--- src/rtl/core/cr3_pkg.sv ---
// Shared types and constants for the 3x3 Cramer's rule solver.
// Used by every module in rtl/core; depends on nothing.
`timescale 1ns / 1ps
`default_nettype none
package cr3_pkg;

  localparam int COEF_W  = 16;               // Q8.8 coefficient width
  localparam int OUT_W   = 32;               // Q16.16 result width
  localparam int FRAC_W  = OUT_W / 2;        // result fraction bits
  localparam int PROD2_W = 2 * COEF_W;       // pair product
  localparam int PROD3_W = 3 * COEF_W;       // triple product
  localparam int DET_W   = PROD3_W + 3;      // sum of six triple products
  localparam int MAG_W   = DET_W - 1;        // determinant magnitude
  localparam int REM_W   = MAG_W + 1;        // partial remainder
  localparam int QBITS   = OUT_W;            // quotient bits kept
  localparam int NDET    = 4;                // main plus three column dets

  typedef struct packed {
    logic signed [COEF_W-1:0] coef_r0c0;
    logic signed [COEF_W-1:0] coef_r0c1;
    logic signed [COEF_W-1:0] coef_r0c2;
    logic signed [COEF_W-1:0] coef_r1c0;
    logic signed [COEF_W-1:0] coef_r1c1;
    logic signed [COEF_W-1:0] coef_r1c2;
    logic signed [COEF_W-1:0] coef_r2c0;
    logic signed [COEF_W-1:0] coef_r2c1;
    logic signed [COEF_W-1:0] coef_r2c2;
    logic signed [COEF_W-1:0] rhs_0;
    logic signed [COEF_W-1:0] rhs_1;
    logic signed [COEF_W-1:0] rhs_2;
  } in_item_t;

  typedef struct packed {
    logic                    solvable;
    logic signed [OUT_W-1:0] sol_x;
    logic signed [OUT_W-1:0] sol_y;
    logic signed [OUT_W-1:0] sol_z;
  } out_item_t;

  // Determinants handed from the front end to the divider back end
  typedef struct packed {
    logic                    solvable;
    logic signed [DET_W-1:0] det_a;
    logic signed [DET_W-1:0] det_x;
    logic signed [DET_W-1:0] det_y;
    logic signed [DET_W-1:0] det_z;
  } det_item_t;

endpackage
`default_nettype wire

--- src/rtl/core/cr3_queue.sv ---
// Two-entry queue between the determinant front end and the divider back end.
// Uses cr3_pkg::det_item_t.
`timescale 1ns / 1ps
`default_nettype none
module cr3_queue (
  input  wire logic               clk,
  input  wire logic               rst_n,
  input  wire logic               wr_valid,
  output logic                    wr_ready,
  input  wire cr3_pkg::det_item_t wr_data,
  output logic                    rd_valid,
  input  wire logic               rd_ready,
  output cr3_pkg::det_item_t      rd_data
);

  cr3_pkg::det_item_t mem_r [2];
  logic       wr_ptr_r, rd_ptr_r;
  logic [1:0] cnt_r;
  logic       wr_en, rd_en;

  assign wr_ready = (cnt_r != 2'd2);
  assign rd_valid = (cnt_r != 2'd0);
  assign wr_en    = wr_valid && wr_ready;
  assign rd_en    = rd_valid && rd_ready;
  assign rd_data  = mem_r[rd_ptr_r];

  // Pointers and fill count
  always_ff @(posedge clk) begin
    if (!rst_n) begin
      wr_ptr_r <= 1'b0;
      rd_ptr_r <= 1'b0;
      cnt_r    <= 2'd0;
    end else begin
      if (wr_en) wr_ptr_r <= !wr_ptr_r;
      if (rd_en) rd_ptr_r <= !rd_ptr_r;
      if (wr_en && !rd_en) begin
        cnt_r <= cnt_r + 2'd1;
      end else if (rd_en && !wr_en) begin
        cnt_r <= cnt_r - 2'd1;
      end
    end
  end

  // Entry storage
  always_ff @(posedge clk) begin
    if (wr_en) mem_r[wr_ptr_r] <= wr_data;
  end

endmodule
`default_nettype wire

--- config.mk ---
export PLATFORM = sky130hd
export DESIGN_NAME = cr3_queue
export DESIGN_NICKNAME = d
export VERILOG_FILES = /design/src/rtl/core/cr3_pkg.sv /design/src/rtl/core/cr3_queue.sv
export SDC_FILE = /design/constraint.sdc
export NUM_CORES = 1
export LEC_CHECK = 0
export ABC_AREA = 1
export BUFFER_PORTS_ARGS = -buffer_cell sky130_fd_sc_hd__buf_2
export CORE_MARGIN = 3
export CORE_UTILIZATION = 45
export DETAILED_ROUTE_END_ITERATION = 7
export GPL_TIMING_DRIVEN = 0
export PLACE_DENSITY = 0.7
export SYNTH_ARGS = -nofsm -noshare
export SYNTH_HDL_FRONTEND = slang
export SYNTH_SLANG_ARGS = --single-unit
--- constraint.sdc ---
create_clock -name clk -period 16.7 [get_ports clk]
set_clock_uncertainty 0.2 [all_clocks]
set_input_delay 0.835 -clock clk [delete_from_list [all_inputs] [get_ports clk]]
set_output_delay 0.835 -clock clk [all_outputs]
set_load 0.02 [all_outputs]
# Word level (Yosys, flattened, before mapping)
# Memory sizes are Yosys's and may differ from the RTL's. A register that Yosys moved wholly into a read port is not among the register bits.
# Index checks and enable logic that the tools add are counted.
dict set report word_totals {
  register_bits 4
  ramBits 410
  in_bits 209
  out_inout_bits 207
  word_cells 23
  mem_count 1
}
dict set report classes {
  n_addsub 2
  n_eq_ne 1
  mux 6
  n_reduce_logical 10
}
# name depth width rd rd_clocked_by_memory_dff write_ports line
set memory_table {}
lappend memory_table {mem_r 2 205 1 1 1 cr3_queue.sv:16} ;# cr3_pkg::det_item_t mem_r [2];
# cell count
set ops {}
lappend ops {{$logic_and 1x1->1} 4}
lappend ops {{$logic_not 1->1} 4}
lappend ops {{$mux 1} 4}
lappend ops {{$mux 2} 2}
lappend ops {{$reduce_bool 2->1} 2}
lappend ops {{$add 2x1->2 const B} 1}
lappend ops {{$ne 2x2->1 const B} 1}
lappend ops {{$sub 2x1->2 const B} 1}

# Depth between registers and ports, before layout
# Gate-level depths: netlist of run 1.
dict set report logic_depth {
  depth_word 6
  ltp_mapped 11
  ltp_nobuf 11
}

# Worst setup path before layout of run 1
# Ideal clock, no wire load.
dict set report synth_path {
  path_type {input -> register}
  from {in wr_valid}
  to {mem mem_r[0][0] (netlist name) (enable)}
  setup_ps 774
  t_arrival_ps 9430
  required_time_ps 15726
  path_slack_ps 6296
  cell_stages 2
  n_path_buf 0
  cell_sequence {nand2_1 -> nor2_1}
}
dict set report synth_via {
  elab_chain_cells 3
}
# item line
set synth_rtl {}
lappend synth_rtl {{start, declared} cr3_queue.sv:8} ;# input wire logic wr_valid,
lappend synth_rtl {{$logic_and 1x1->1} cr3_queue.sv:23} ;# assign wr_en = wr_valid && wr_ready;
lappend synth_rtl {{$mux 1} cr3_queue.sv:46} ;# if (wr_en) mem_r[wr_ptr_r] <= wr_data;
lappend synth_rtl {{$mux 1 (not written as such)} cr3_queue.sv:46}
lappend synth_rtl {{end, declared} cr3_queue.sv:16}
# Every way passes these cells.

==> metrics list, run 1 <==
- Result of the run: finished, final reports clean
- Quantity of gates resized following cts: 0
* Number of nets in the final layout: 1,358
* Number of failing hold endpoints at the final stage: 0
* Worst-case headroom to the max-slew limit: 57.20%
- In the final timing run, aggregate negative setup slack is 0 ns.
- Cells after Synth: 675
* Site Rows: 67
- The routed design could run at a clock period as short as 2.953 ns.
* Number of DRC violations after detailed-routing iteration 0: 301
* Register-to-register setup slack: 14.05 ns
* Final worst setup slack: 13.75 ns
- The critical path contains buffers and inverters numbering 4 combined.
- Maximum number of pins on one net before global-route repair: 32
* PD cells: 155.8 mW/mm^2
* Synth Net Count: 885
* Total global-route track usage: 16.56%
- Each instance of the synthesized netlist takes up on average 23.19 um^2.
- Layout Utilization: 58.86%
- Crit path kind: register to primary output
* RSZ-0062 raised after global routing: false
- The die is 192.5 um tall.
- CTS tree: done
- Buffers placed on the I/O ports in this run total 415.
* TritonCTS buffer count: 42
- After detailed routing, the number of remaining DRC violations is 0.
- Number of buffers inserted by post-CTS setup repair: 0
- Maximum level of the CTS H-tree: 2
* Commonest cells after routing, fill and taps aside: sky130_fd_sc_hd__buf_2 (420), sky130_fd_sc_hd__edfxtp_1 (410), sky130_fd_sc_hd__mux2_4 (150), sky130_fd_sc_hd__mux2_2 (55), sky130_fd_sc_hd__clkbuf_16 (45)
- After clock tree synthesis, the clock-pin slew on the worst setup and hold paths is 0.06 ns.
- The number of antenna violations at the first check in global routing came to 5.
* Count of state elements after synthesis: 415
- Worst voltage drop across the vdd grid: 0.1230 mV
- Yosys printed 0 warnings.
- Routability-driven placement finished with a final weighted congestion of 0.6935.
- Counting stages on the worst path, the most repeated cell is sky130_fd_sc_hd__buf_6.
* Post-synthesis cell area: 0.01565 mm^2
- The core region is 0.03387 mm^2.
- The routed design has 31.93 mm of wire.
* Critical-path cell with the highest stage delay: sky130_fd_sc_hd__dfxtp_1
- The longest clock path from root to sink contains 3 buffers.
- Area after DPL: 0.01859 mm^2
- During I/O placement, the number of pins put on the boundary was 416.
- The finished cells cover 0.01993 mm^2.
- The critical path goes through buf_6 > buf_6 > buf_6 > mux2_4 > buf_2.
- Largest fanout on the critical path: 10
* First-pass GRT wire length: 46.79 mm
- Finish-stage setup viols: 0
- CTS placed an instance of sky130_fd_sc_hd__clkbuf_16 at the clock tree root.
- Before antenna repair, the detailed router went through 5 iterations.
- Die X: 192.5 um
- The netlist uses 15 different library cells.
- Final period util: 17.68%
- Fmax: 338.6 MHz
- The tree built by TritonCTS fans out to 415 sinks.
- Congestion Overflow GR: 0
- Post-synthesis to final-layout area growth: 27.36%
- Of the cells placed in the final design, the portion with a size suffix greater than 1 is 60.42%.
* Hold-fix buffers at CTS: 0
- Number of fillers in the final layout: 2,565
- Worst slack after detailed placement: 13.64 ns
- Most common cell after layout, fill and taps aside: sky130_fd_sc_hd__buf_2
* Worst Setup End Kind: primary output
* Tightest Pin Transition: 0.6405 ns
- Worst stage delay on the critical path: 0.32 ns
* Worst hold path type: input port to register
- Vias in the first global route: 8,420
* Kind of cell adding the most delay to the critical path: buffers and inverters
- The final route contains 7,887 vias.
- The count of nets left with antenna violations once routing finished came out at 0.
- Detailed placement ended at an HPWL of 22.86 mm.
- At the worst endpoint, the required time is 15.66 ns.
- Register area share after synthesis: 79.30%
* Die footprint: 0.03705 mm^2
- The tool flagged a number of max-cap violations equal to 0.
- Once the floorplan was initialized, standard cells occupied 46.21% of the core.
- After detailed routing, the number of vias per cell comes to 4.833.
* Final Slew Violations: 0
- Worst-Skew Late Latency: 0.52 ns
- Total power: 3.106 mW
- Data arrival time of the worst path: 1.92 ns
- Leakage Power: 7.782 nW
- Critical Path Start Type: register
* Wire length per cell: 19.56 um
==> cell families (layout without fill, tap and decap cells) <==
family / after synthesis / in the layout / share of synthesized area, %
flip-flops: 415 / 415 / 79.30
other: 0 / 4 / 0
AND/OR/NAND/NOR: 19 / 19 / 0.4796
buffers and inverters: 31 / 536 / 1.647
AO/OA/AOI/OAI: 4 / 4 / 0.1439
multiplexers: 205 / 205 / 18.35
adder cells (fa/ha/maj): 1 / 1 / 0.07993
==> through the flow <==
step,instances,hold slack [ns]
2_1_floorplan,675,0.2669
3_3_place_gp,1538,0.2805
3_5_place_dp,1552,0.2995
4_1_cts,1628,0.2546
5_1_grt,1631,0.2594
6_report,1632,0.2920
==> report_power, final <==
group	leakage [nW]	switching [mW]	internal, mW	total (mW)
combinational	3.27	0.488	0.373	0.861
clock	0.651	0.362	0.536	0.898
sequential	3.87	0.0323	1.31	1.35
==> sequential cells by signal, summed over array words and instances, names as in the netlist, named ones only <==
signal	cells
cnt_r	2
rd_ptr_r	1
wr_ptr_r	1
mem_r	410
==> final timing paths <==
kind                                       to         from  cells after the start
worst max-delay path             rd_data[130]     register                      5
worst min-delay path             mem_r[0][65]  wr_data[65]                      1
worst max register to register  mem_r[0][106]     cnt_r[0]                      8
worst min register to register       register     rd_ptr_r                      2
==> synth_stat cells, drive strengths merged <==
| library cell | instances | area (um^2) |
|---|---|---|
| nand3 | 1 | 5.000 |
| inv | 8 | 30.03 |
| nand4 | 1 | 6.260 |
| buf | 23 | 227.7 |
| a21oi | 1 | 5.000 |
| mux2 | 205 | 2872 |
| ha | 1 | 12.51 |
| o21ai | 2 | 10.01 |
| edfxtp | 410 | 12310 |
| dfxtp | 5 | 100.1 |
| nand2 | 9 | 33.78 |
| o21a | 1 | 7.510 |
| nor2 | 8 | 30.03 |
==> layout make-up <==
type / count / area (um^2) / area share, %
clock inverters: 20 / 165.2 / 0.8285
flip-flops and latches: 415 / 12410 / 62.26
multi-input cells: 229 / 2997 / 15.03
diodes: 4 / 10.01 / 0.05021
plain buffers: 23 / 227.7 / 1.142
repair buffers: 429 / 2365 / 11.86
inverters: 8 / 30.03 / 0.1506
well taps: 448 / 560.5 / 2.812
clock buffers: 56 / 1167 / 5.856
==> metal layers <==
layer | GRT usage (%) | share of wire [%] | vias to the layer above
li1 | - | - | 3627
met1 | 17.95 | 35 | 3909
met2 | 30.33 | 54 | 284
met3 | 5.250 | 8.6 | 63
met4 | 5.968 | 2.4 | 4
met5 | 0 | 0.11 | -
Note: power is estimated with default switching activity, not from simulation.
==> run 2: changes to the inputs <==
- ABC_AREA: 1 -> 0
- clock period: 16.7 -> 3.1 ns (I/O delays scaled with it)
==> run 2 against run 1 <==
Effect of this change: final area up 9.4%; sequential share of layout area down 5.4 points; combinational power rose to 6.1 times the previous value; synthesized cell count down 1.9%; register-to-register slack worse by 14 ns; non-clock buffer count up 202; count of clock-buffer cells in the layout up 1; area after synthesis about the same; global-route usage up 1.8 points; sequential cell count unchanged; largest cell class unchanged.
==> metrics list, run 2 <==
- Result of the run: finished, final reports clean
* Number of I/O port buffers: 415 (unchanged)
- Critical Path Start Type: register
- The deepest level of the CTS H-tree was 2 (unchanged).
* Critical-path cell with the highest stage delay: sky130_fd_sc_hd__clkinvlp_4
* Total global-route track usage: 18.35% (+1.8 points)
- The TritonCTS sink count was 415 (unchanged).
* CTS tree: done
- Remaining routing DRC violations: 0 (unchanged)
- Sequence of cells on the critical path: nand2b_4 > nand3b_1 > clkinvlp_4 > buf_12 > buf_12 > buf_12
* Max clock buf depth: 3 (unchanged)
* Top cells by instance count after synthesis: sky130_fd_sc_hd__edfxtp_1 (410), sky130_fd_sc_hd__mux2_4 (150), sky130_fd_sc_hd__mux2_2 (55), sky130_fd_sc_hd__buf_6 (18)
- Register-to-register setup slack: 0.37 ns (-13.68 ns)
* Number of failing hold endpoints at the final stage: 0 (unchanged)
- The clock slew at the register clock pins of the worst setup and hold paths came to 0.06 ns (about the same).
- Site Rows: 67 (unchanged)
* Worst setup path startpoint: cnt_r[1]
- Setup TNS: 0 ns (unchanged)
* Main area contributors after synthesis: sky130_fd_sc_hd__edfxtp_1 (79%), sky130_fd_sc_hd__mux2_4 (14%), sky130_fd_sc_hd__mux2_2 (4.0%), sky130_fd_sc_hd__buf_6 (1.3%), sky130_fd_sc_hd__dfxtp_1 (0.64%)
- The count of warnings emitted by yosys is 0 (unchanged).
* Cells after Synth: 662 (-1.9%)
- The post-detailed-route count of antenna-violating nets is 0 (unchanged).
- Commonest cells after routing, fill and taps aside: sky130_fd_sc_hd__buf_2 (420), sky130_fd_sc_hd__edfxtp_1 (410), sky130_fd_sc_hd__dlygate4sd3_1 (208), sky130_fd_sc_hd__mux2_4 (150), sky130_fd_sc_hd__mux2_2 (55)
* Leakage Power: 8.517 nW (+9.4%)
- The critical path is of the register to register type.
- Max-capacitance violation count: 0 (unchanged)
- The number of global-route vias before repair is 9,593 (+14%).
- The proportion of netlist area held by the largest area contributor was 78.65% (about the same).
* Worst Setup End Kind: register
- The final estimated routing congestion in global placement came to 0.7043 (+1.6%).
- The violation count after the first detailed-route iteration came to 455 (+51%).
- The flip-flop and latch count after synthesis came to 415 (unchanged).
- Effective utilization at floorplan: 46.22% (about the same)
- Die extent in y: 192.5 um (about the same)
- Number of flip-flops in the largest register: 410 (unchanged)
- Kind of cell adding the most delay to the critical path: buffers and inverters
* Total power: 17.08 mW (+450%)
- The async set-or-reset flop fraction in the synthesized netlist was 0% (unchanged).
- Post-synthesis to final-layout area growth: 39.37%
- The number of nets in the layout is 1,548 (+14%).
- The die outline width came to 192.5 um (about the same).
- The routed length per instance came to 19.33 um (-1.2%).
* Biggest registers after layout: mem_r x410, cnt_r x2
* Synthesized area per cell: 23.65 um^2 (+2.0%)
- The worst register-to-register path begins at cnt_r[1].
* Worst-Skew Late Latency: 0.54 ns (+0.02 ns)
* Worst slack after detailed placement: 0.2960 ns (-13.35 ns)
- The number of synthesized flops with an enable pin was 410 (unchanged).
* Number of top-level pins: 416 (unchanged)
* Post-route worst hold slack: 0.1393 ns (-0.1527 ns)
- The largest net degree at the start of global routing was 64 (+100%).
* R2R depth: 6 (-2)
* Largest fanout on the critical path: 36 (+26)
- The library cell used most frequently in the layout, excluding fill and tap cells, is sky130_fd_sc_hd__buf_2.
- Final Slew Violations: 0 (unchanged)
* Worst path depth: 6 (+1)
- The post-synthesis instance area came to 0.01565 mm^2 (about the same).
* Die footprint: 0.03706 mm^2 (about the same)
* Clock Root Buffer: sky130_fd_sc_hd__clkbuf_16
- The buffer and inverter count on the worst path was 4 (unchanged).
* Finish-stage setup viols: 0 (unchanged)
- Worst hold path type: input port to register
- Initial antenna violation count: 2 (-3)
- The most used flip-flop cell after synthesis is sky130_fd_sc_hd__edfxtp_1.
* Final worst setup slack: 0.3661 ns (-13.38 ns)
* Fmax: 365.8 MHz
- Most common cell in the synthesized netlist: sky130_fd_sc_hd__edfxtp_1
* Vias per Instance: 4.782 (-1.0%)
- Synth Net Count: 872 (-1.5%)
- The share of final-layout standard cells stronger than drive strength 1 was 52.05% (-8.4 points).
* PD cells: 782.8 mW/mm^2 (+400%)
- Final period util: 88.19%
* Number of vias in the routed layout: 8,685 (+10%)
- Tightest Pin Transition: 0.8455 ns (+0.2050 ns)
- Number of placed cells counting well taps: 1,533 (-1.2%)
* Termination of the worst setup path: mem_r[0][119]
- The number of search-and-repair iterations in the first detailed-routing pass is 5 (unchanged).
- Worst voltage drop across the vdd grid: 0.5962 mV (+380%)
- The count of different cell masters after synthesis came to 21 (+6).
* Worst-case headroom to the max-slew limit: 43.52% (-14 points)
- Detailed placer's ending HPWL: 22.23 mm (-2.8%)
* Data arrival time of the worst path: 2.81 ns (+0.89 ns)
- sky130_fd_sc_hd__edfxtp_1 takes more of the synthesized area than any other cell.
- First-pass GRT wire length: 52.43 mm (+12%)
- The most numerous cell type found on the critical path is sky130_fd_sc_hd__buf_12.
* Required time worst endpoint: 3.18 ns (-12.48 ns)
* Register area share after synthesis: 79.29% (about the same)
- The placeable core region is 0.03387 mm^2 (unchanged).
* Clock period minus final worst setup slack: 2.734 ns
* Congestion Overflow GR: 0 (unchanged)
* Largest register by flop count: mem_r
- Total routed wirelength: 35.10 mm (+9.9%)
* Endpoint of the most critical register-to-register path: mem_r[0][119]
* Worst stage delay on the critical path: 0.70 ns (+0.38 ns)
* RSZ-0062 raised after global routing: false
- Cell Count, Final, Fillers Out: 1,816 (+11%)
* TritonCTS buffer count: 43 (+2.4%)
## run 2: cell types whose count changed after synthesis, moves of 2 or more
cell,before,now
sky130_fd_sc_hd__inv_1,8,1
sky130_fd_sc_hd__nand2_1,9,0
sky130_fd_sc_hd__nor2_1,8,0
sky130_fd_sc_hd__xnor2_1,0,2
sky130_fd_sc_hd__and2_1,0,4
## run 2: power breakdown
part / switching (mW) / internal, mW / total [mW]
combinational: 2.91 / 2.38 / 5.29
clock: 2.01 / 2.60 / 4.61
sequential: 0.174 / 7.01 / 7.18
## run 2: how the worst min path moves through the flow
stage	slack, ns	end	depth (start not counted)	start
after CTS	0.10	mem_r[0][150]	2	wr_data[150]
after floorplan	0.05	mem_r[0][0]	0	wr_data[0]
after global placement	0.14	mem_r[0][86]	1	wr_data[86]
final	0.14	mem_r[0][126]	2	wr_data[126]
after detailed placement	0.15	mem_r[0][150]	1	wr_data[150]
after global routing	0.12	mem_r[0][91]	2	wr_data[91]
## run 2: what timing repair did
| action | CTS | global route |
|---|---|---|
| hold endpoints to repair | 415 | 0 |
| setup buffers | 0 | 0 |
| resized for setup | 0 | 0 |
| hold buffers | 208 | 0 |
| endpoints found under the setup margin | 0 | 0 |
## run 2: stage by stage
stage / util, % / cell area [um^2]
3_3_place_gp: 54.03 / 18300
6_report: 64.42 / 21820
4_1_cts: 64.40 / 21810
2_1_floorplan: - / 15660
5_1_grt: 64.42 / 21820
3_5_place_dp: 54.58 / 18480
## run 2: cell type report
| type | count | area, um^2 |
|---|---|---|
| Timing Repair Buffer | 631 | 4342 |
| Fill cell | 2335 | 12050 |
| Buffer | 23 | 227.7 |
| Clock inverter | 16 | 96.34 |
| Antenna cell | 2 | 5.005 |
| Clock buffer | 57 | 1150 |
| Inverter | 1 | 7.507 |
| Sequential cell | 415 | 12410 |
| Tap cell | 448 | 560.5 |
| Multi-Input combinational cell | 223 | 3015 |
## run 2: worst register-to-register path, delay by kind of cell (launching register included)
kind / cells / cell delay (ns)
simple gates: 2 / 0.24
buf+inv: 4 / 1.59
flops: 1 / 0.42
## run 2: per-layer routing
| layer | GRT usage [%] | routed length, um |
|---|---|---|
| met2 | 32.50 | 17930 |
| met3 | 6.013 | 2976 |
| met1 | 20.67 | 13060 |
| met4 | 6.781 | 1140 |
| met5 | 0 | 0 |
## run 2: cells by family (layout without fill, tap and decap cells)
kind of cell	after synthesis	in the layout	synth area share [%]
AO/OA/AOI/OAI	5	5	0.2238
XOR/XNOR	3	3	0.1679
adder cells (fa/ha/maj)	1	1	0.07992
buffers and inverters	24	728	1.479
flip-flops	415	415	79.29
multiplexers	205	205	18.34
other	0	2	0
AND/OR/NAND/NOR	9	9	0.4157
==> run 3: changes to the inputs <==
- GPL_TIMING_DRIVEN: 0 -> not set
==> run 3 against run 2 <==
Effect of this change: via count down 0.96%; critical path type is now register to primary output; critical endpoint is now rd_data[110]; power is 0.50% lower; maximum frequency is 7.9% higher; count of clock-buffer cells in the layout decreased by 4; sequential power up 1%; worst hold slack gained 0.016 ns; sequential cell count did not move; core utilization decreased by 0.44 points; largest power group unchanged; die area is the same; worst setup slack gained 0.20 ns; global-route usage fell by 0.64 points.
==> metrics list, run 3 (synthesized netlist as in run 2, its figures left out) <==
- The run finished with clean final reports.
* Post-route standard cell area excluding fillers: 0.02167 mm^2 (-0.69%)
- Min-Delay Startpoint: wr_data[36]
- Required time worst endpoint: 2.74 ns (-0.44 ns)
- The half-perimeter wire length after detailed placement was 20.88 mm (-6.1%).
* Number of routed nets with antenna violations: 0 (unchanged)
- The hold violation total from the final report is 0 (unchanged).
* Die footprint: 0.03706 mm^2 (unchanged)
* Endpoint of the most critical register-to-register path: mem_r[1][177]
* Vias in the first global route: 9,084 (-5.3%)
* Final Slew Violations: 0 (unchanged)
* Fmax: 394.6 MHz (+7.9%)
* Die extent in y: 192.5 um (unchanged)
- Worst-case headroom to the max-slew limit: 53.55% (+10 points)
- The flip-flop count of the largest register, all copies and words added is 410 (unchanged).
- Number of DRC violations after detailed-routing iteration 0: 488 (+7.3%)
- The total DRC errors in the routed layout is 0 (unchanged).
- The number of nets in the layout is 1,530 (-1.2%).
* Largest register by flop count: mem_r
- The floorplan row count came to 67 (unchanged).
* Worst stage delay on the critical path: 0.66 ns (-0.04 ns)
- In the layout the commonest cells are sky130_fd_sc_hd__buf_2 (415), sky130_fd_sc_hd__edfxtp_1 (410), sky130_fd_sc_hd__dlygate4sd3_1 (209), sky130_fd_sc_hd__mux2_4 (150), sky130_fd_sc_hd__mux2_2 (55).
- Biggest registers after layout: mem_r x410, cnt_r x2
* Crit path kind: register to primary output
- TritonCTS buffer count: 42 (-2.3%)
* Finish-stage setup viols: 0 (unchanged)
* CTS tree: done
- Die X: 192.5 um (unchanged)
- Worst Setup End Kind: primary output
- The worst supply voltage drop on vdd came to 0.5405 mV (-9.3%).
* Cell-internal power: 12.06 mW (+0.56%)
- The number of search-and-repair iterations in the first detailed-routing pass was 5 (unchanged).
- Data arrival time of the worst path: 2.18 ns (-0.63 ns)
* Area after DPL: 0.01828 mm^2 (-1.1%)
- The tightest min-delay check is of the input port to register type.
* Leakage Power: 8.421 nW (-1.1%)
- Routability Congestion: 0.7180 (+1.9%)
* Sequence of cells on the critical path: buf_12 > mux2_4 > buf_2
- Comb pwr share: 29.6% (-1.4 points)
- Clock period minus final worst setup slack: 2.534 ns (-0.1996 ns)
- Number of I/O port buffers: 415 (unchanged)
* Maximum number of pins on one net before global-route repair: 113 (+77%)
* Register-to-register setup slack: 1.16 ns (+0.79 ns)
- The worst hold path terminates at mem_r[0][36].
* Vias per Instance: 4.771 (-0.24%)
- Most common cell after layout, fill and taps aside: sky130_fd_sc_hd__buf_2
- The highest net fanout along the worst path was 54 (+50%).
- The final core utilization came to 63.98% (-0.44 points).
- Met1 Track Usage GR: 21.57% (+0.90 points)
- The number of max-cap violations is 0 (unchanged).
- The power per cell area is 784.3 mW/mm^2 (+0.19%).
- CTS sink count: 415 (unchanged)
* R2R depth: 3 (-3)
* Critical-path cell with the highest stage delay: sky130_fd_sc_hd__dfxtp_4
- The deepest level of the CTS H-tree came to 2 (unchanged).
- Tightest Pin Transition: 0.6967 ns (-0.1487 ns)
* Clock power share: 27.8% (+0.8 points)
- The initial core utilization came to 46.22% (unchanged).
- The overflow left after global routing came to 0 (unchanged).
* Wire length per cell: 18.93 um (-2.1%)
* Switching fraction of total power: 29.06% (-0.75 points)
- Initial antenna violation count: 5 (+3)
- Part of the power in registers: 42.7% (+0.7 points)
- Number of vias in the routed layout: 8,602 (-0.96%)
- The clock network latency to the later pin of the worst-skew pair was 0.52 ns (-0.02 ns).
- Area of the placeable core: 0.03387 mm^2 (unchanged)
* Fraction of met2 tracks used by global routing: 30.94% (-1.6 points)
* Switching power summed over all nets: 4.938 mW (-3.0%)
- The number of cells on the worst hold path is 2 (unchanged).
- RSZ-0062 raised after global routing: false
- The clock slew at the register clock pins of the worst setup and hold paths came to 0.06 ns (about the same).
* Top Usage Layer GRT: met2
- The root buffer cell chosen for the clock tree is sky130_fd_sc_hd__clkbuf_16.
- Global Route met3 Usage: 4.432% (-1.6 points)
* First-pass GRT wire length: 50.44 mm (-3.8%)
- The final critical-path share of the clock period is 81.75% (-6.4 points).
- Relative to the synthesized area, the layout overhead comes to 38.41%.
- The worst register-to-register path begins at cnt_r[0].
* Number of top-level pins: 416 (unchanged)
- The maximum count of clock buffers along a single path was 3 (unchanged).
* Share of cells above drive strength 1: 51.19% (-0.86 points)
* Total routed wirelength: 34.12 mm (-2.8%)
* Total global-route track usage: 17.71% (-0.64 points)
* Critical Path Start Type: register
run 3: cell types whose count changed in the layout (fill, tap and decap cells not counted), sizes merged:
cell,delta
inv,-1
buf,-18
clkinv,+4
dlygate4sd3,+1
diode,+3
clkbuf,-4
bufinv,+3
clkinvlp,-1
run 3: metrics by stage:
| step | power (mW) | worst slack (ns) | hold WS (ns) | cells | setup TNS, ns |
|---|---|---|---|---|---|
| after global placement | 12.13 | 1.101 | 0.1417 | 1515 | 0 |
| after CTS | 17.14 | 0.5172 | 0.1278 | 1798 | 0 |
| after detailed placement | 12.18 | 1.094 | 0.1460 | 1515 | 0 |
| final | 16.99 | 0.5657 | 0.1551 | 1803 | 0 |
| after floorplan | 10.84 | -1.206 | 0.05387 | 662 | -372.10 |
| after global routing | 17.71 | 0.4720 | 0.1462 | 1803 | 0 |
run 3: timing repair:
item / CTS / global route
resized for setup: 0 / 0
hold endpoints to repair: 415 / 0
hold buffers: 209 / 0
setup buffers: 0 / 0
run 3: how the worst max path moves through the flow:
stage | startpoint | to | slack [ns] | cells after the start
final | register | rd_data[110] | 0.57 | 3
after global routing | register | rd_data[115] | 0.47 | 3
after CTS | register | rd_data[81] | 0.52 | 3
after detailed placement | register | rd_data[81] | 1.09 | 3
after global placement | register | rd_data[78] | 1.10 | 3
after floorplan | cnt_r[0] | mem_r[0][0] | -1.21 | 3
run 3: cell type report:
type | count | area (um^2)
Antenna cell | 5 | 12.51
Clock buffer | 53 | 1114
Clock inverter | 21 | 173.9
Fill cell | 2313 | 12200
Inverter | 1 | 7.507
Multi-Input combinational cell | 223 | 3015
Sequential cell | 415 | 12420
Tap cell | 448 | 560.5
Timing Repair Buffer | 637 | 4367
run 3: power groups by stage:
stage          Sequential [mW]  Clock, mW  Combinational (mW)
2_1_floorplan             7.33          0                3.51
6_report                  7.25       4.72                5.02
3_5_place_dp              7.37          0                4.81
3_3_place_gp              7.33          0                4.80
4_1_cts                   7.25       4.84                5.05
5_1_grt                   7.32       5.09                5.30
run 3: routing by layer:
metal / wire (um) / part of all wire (%) / up-vias
li1: - / - / 3962
met1: 13180 / 39 / 4213
met2: 17290 / 51 / 369
met3: 2663 / 7.8 / 58
met4: 982 / 2.9 / 0
met5: 0 / 0 / -
run 3: worst max-delay path, delay by kind of cell (launching register included):
family                 cells  cell delay, ns
buffers and inverters      2            0.57
flip-flops                 1            0.66
multiplexers               1            0.35
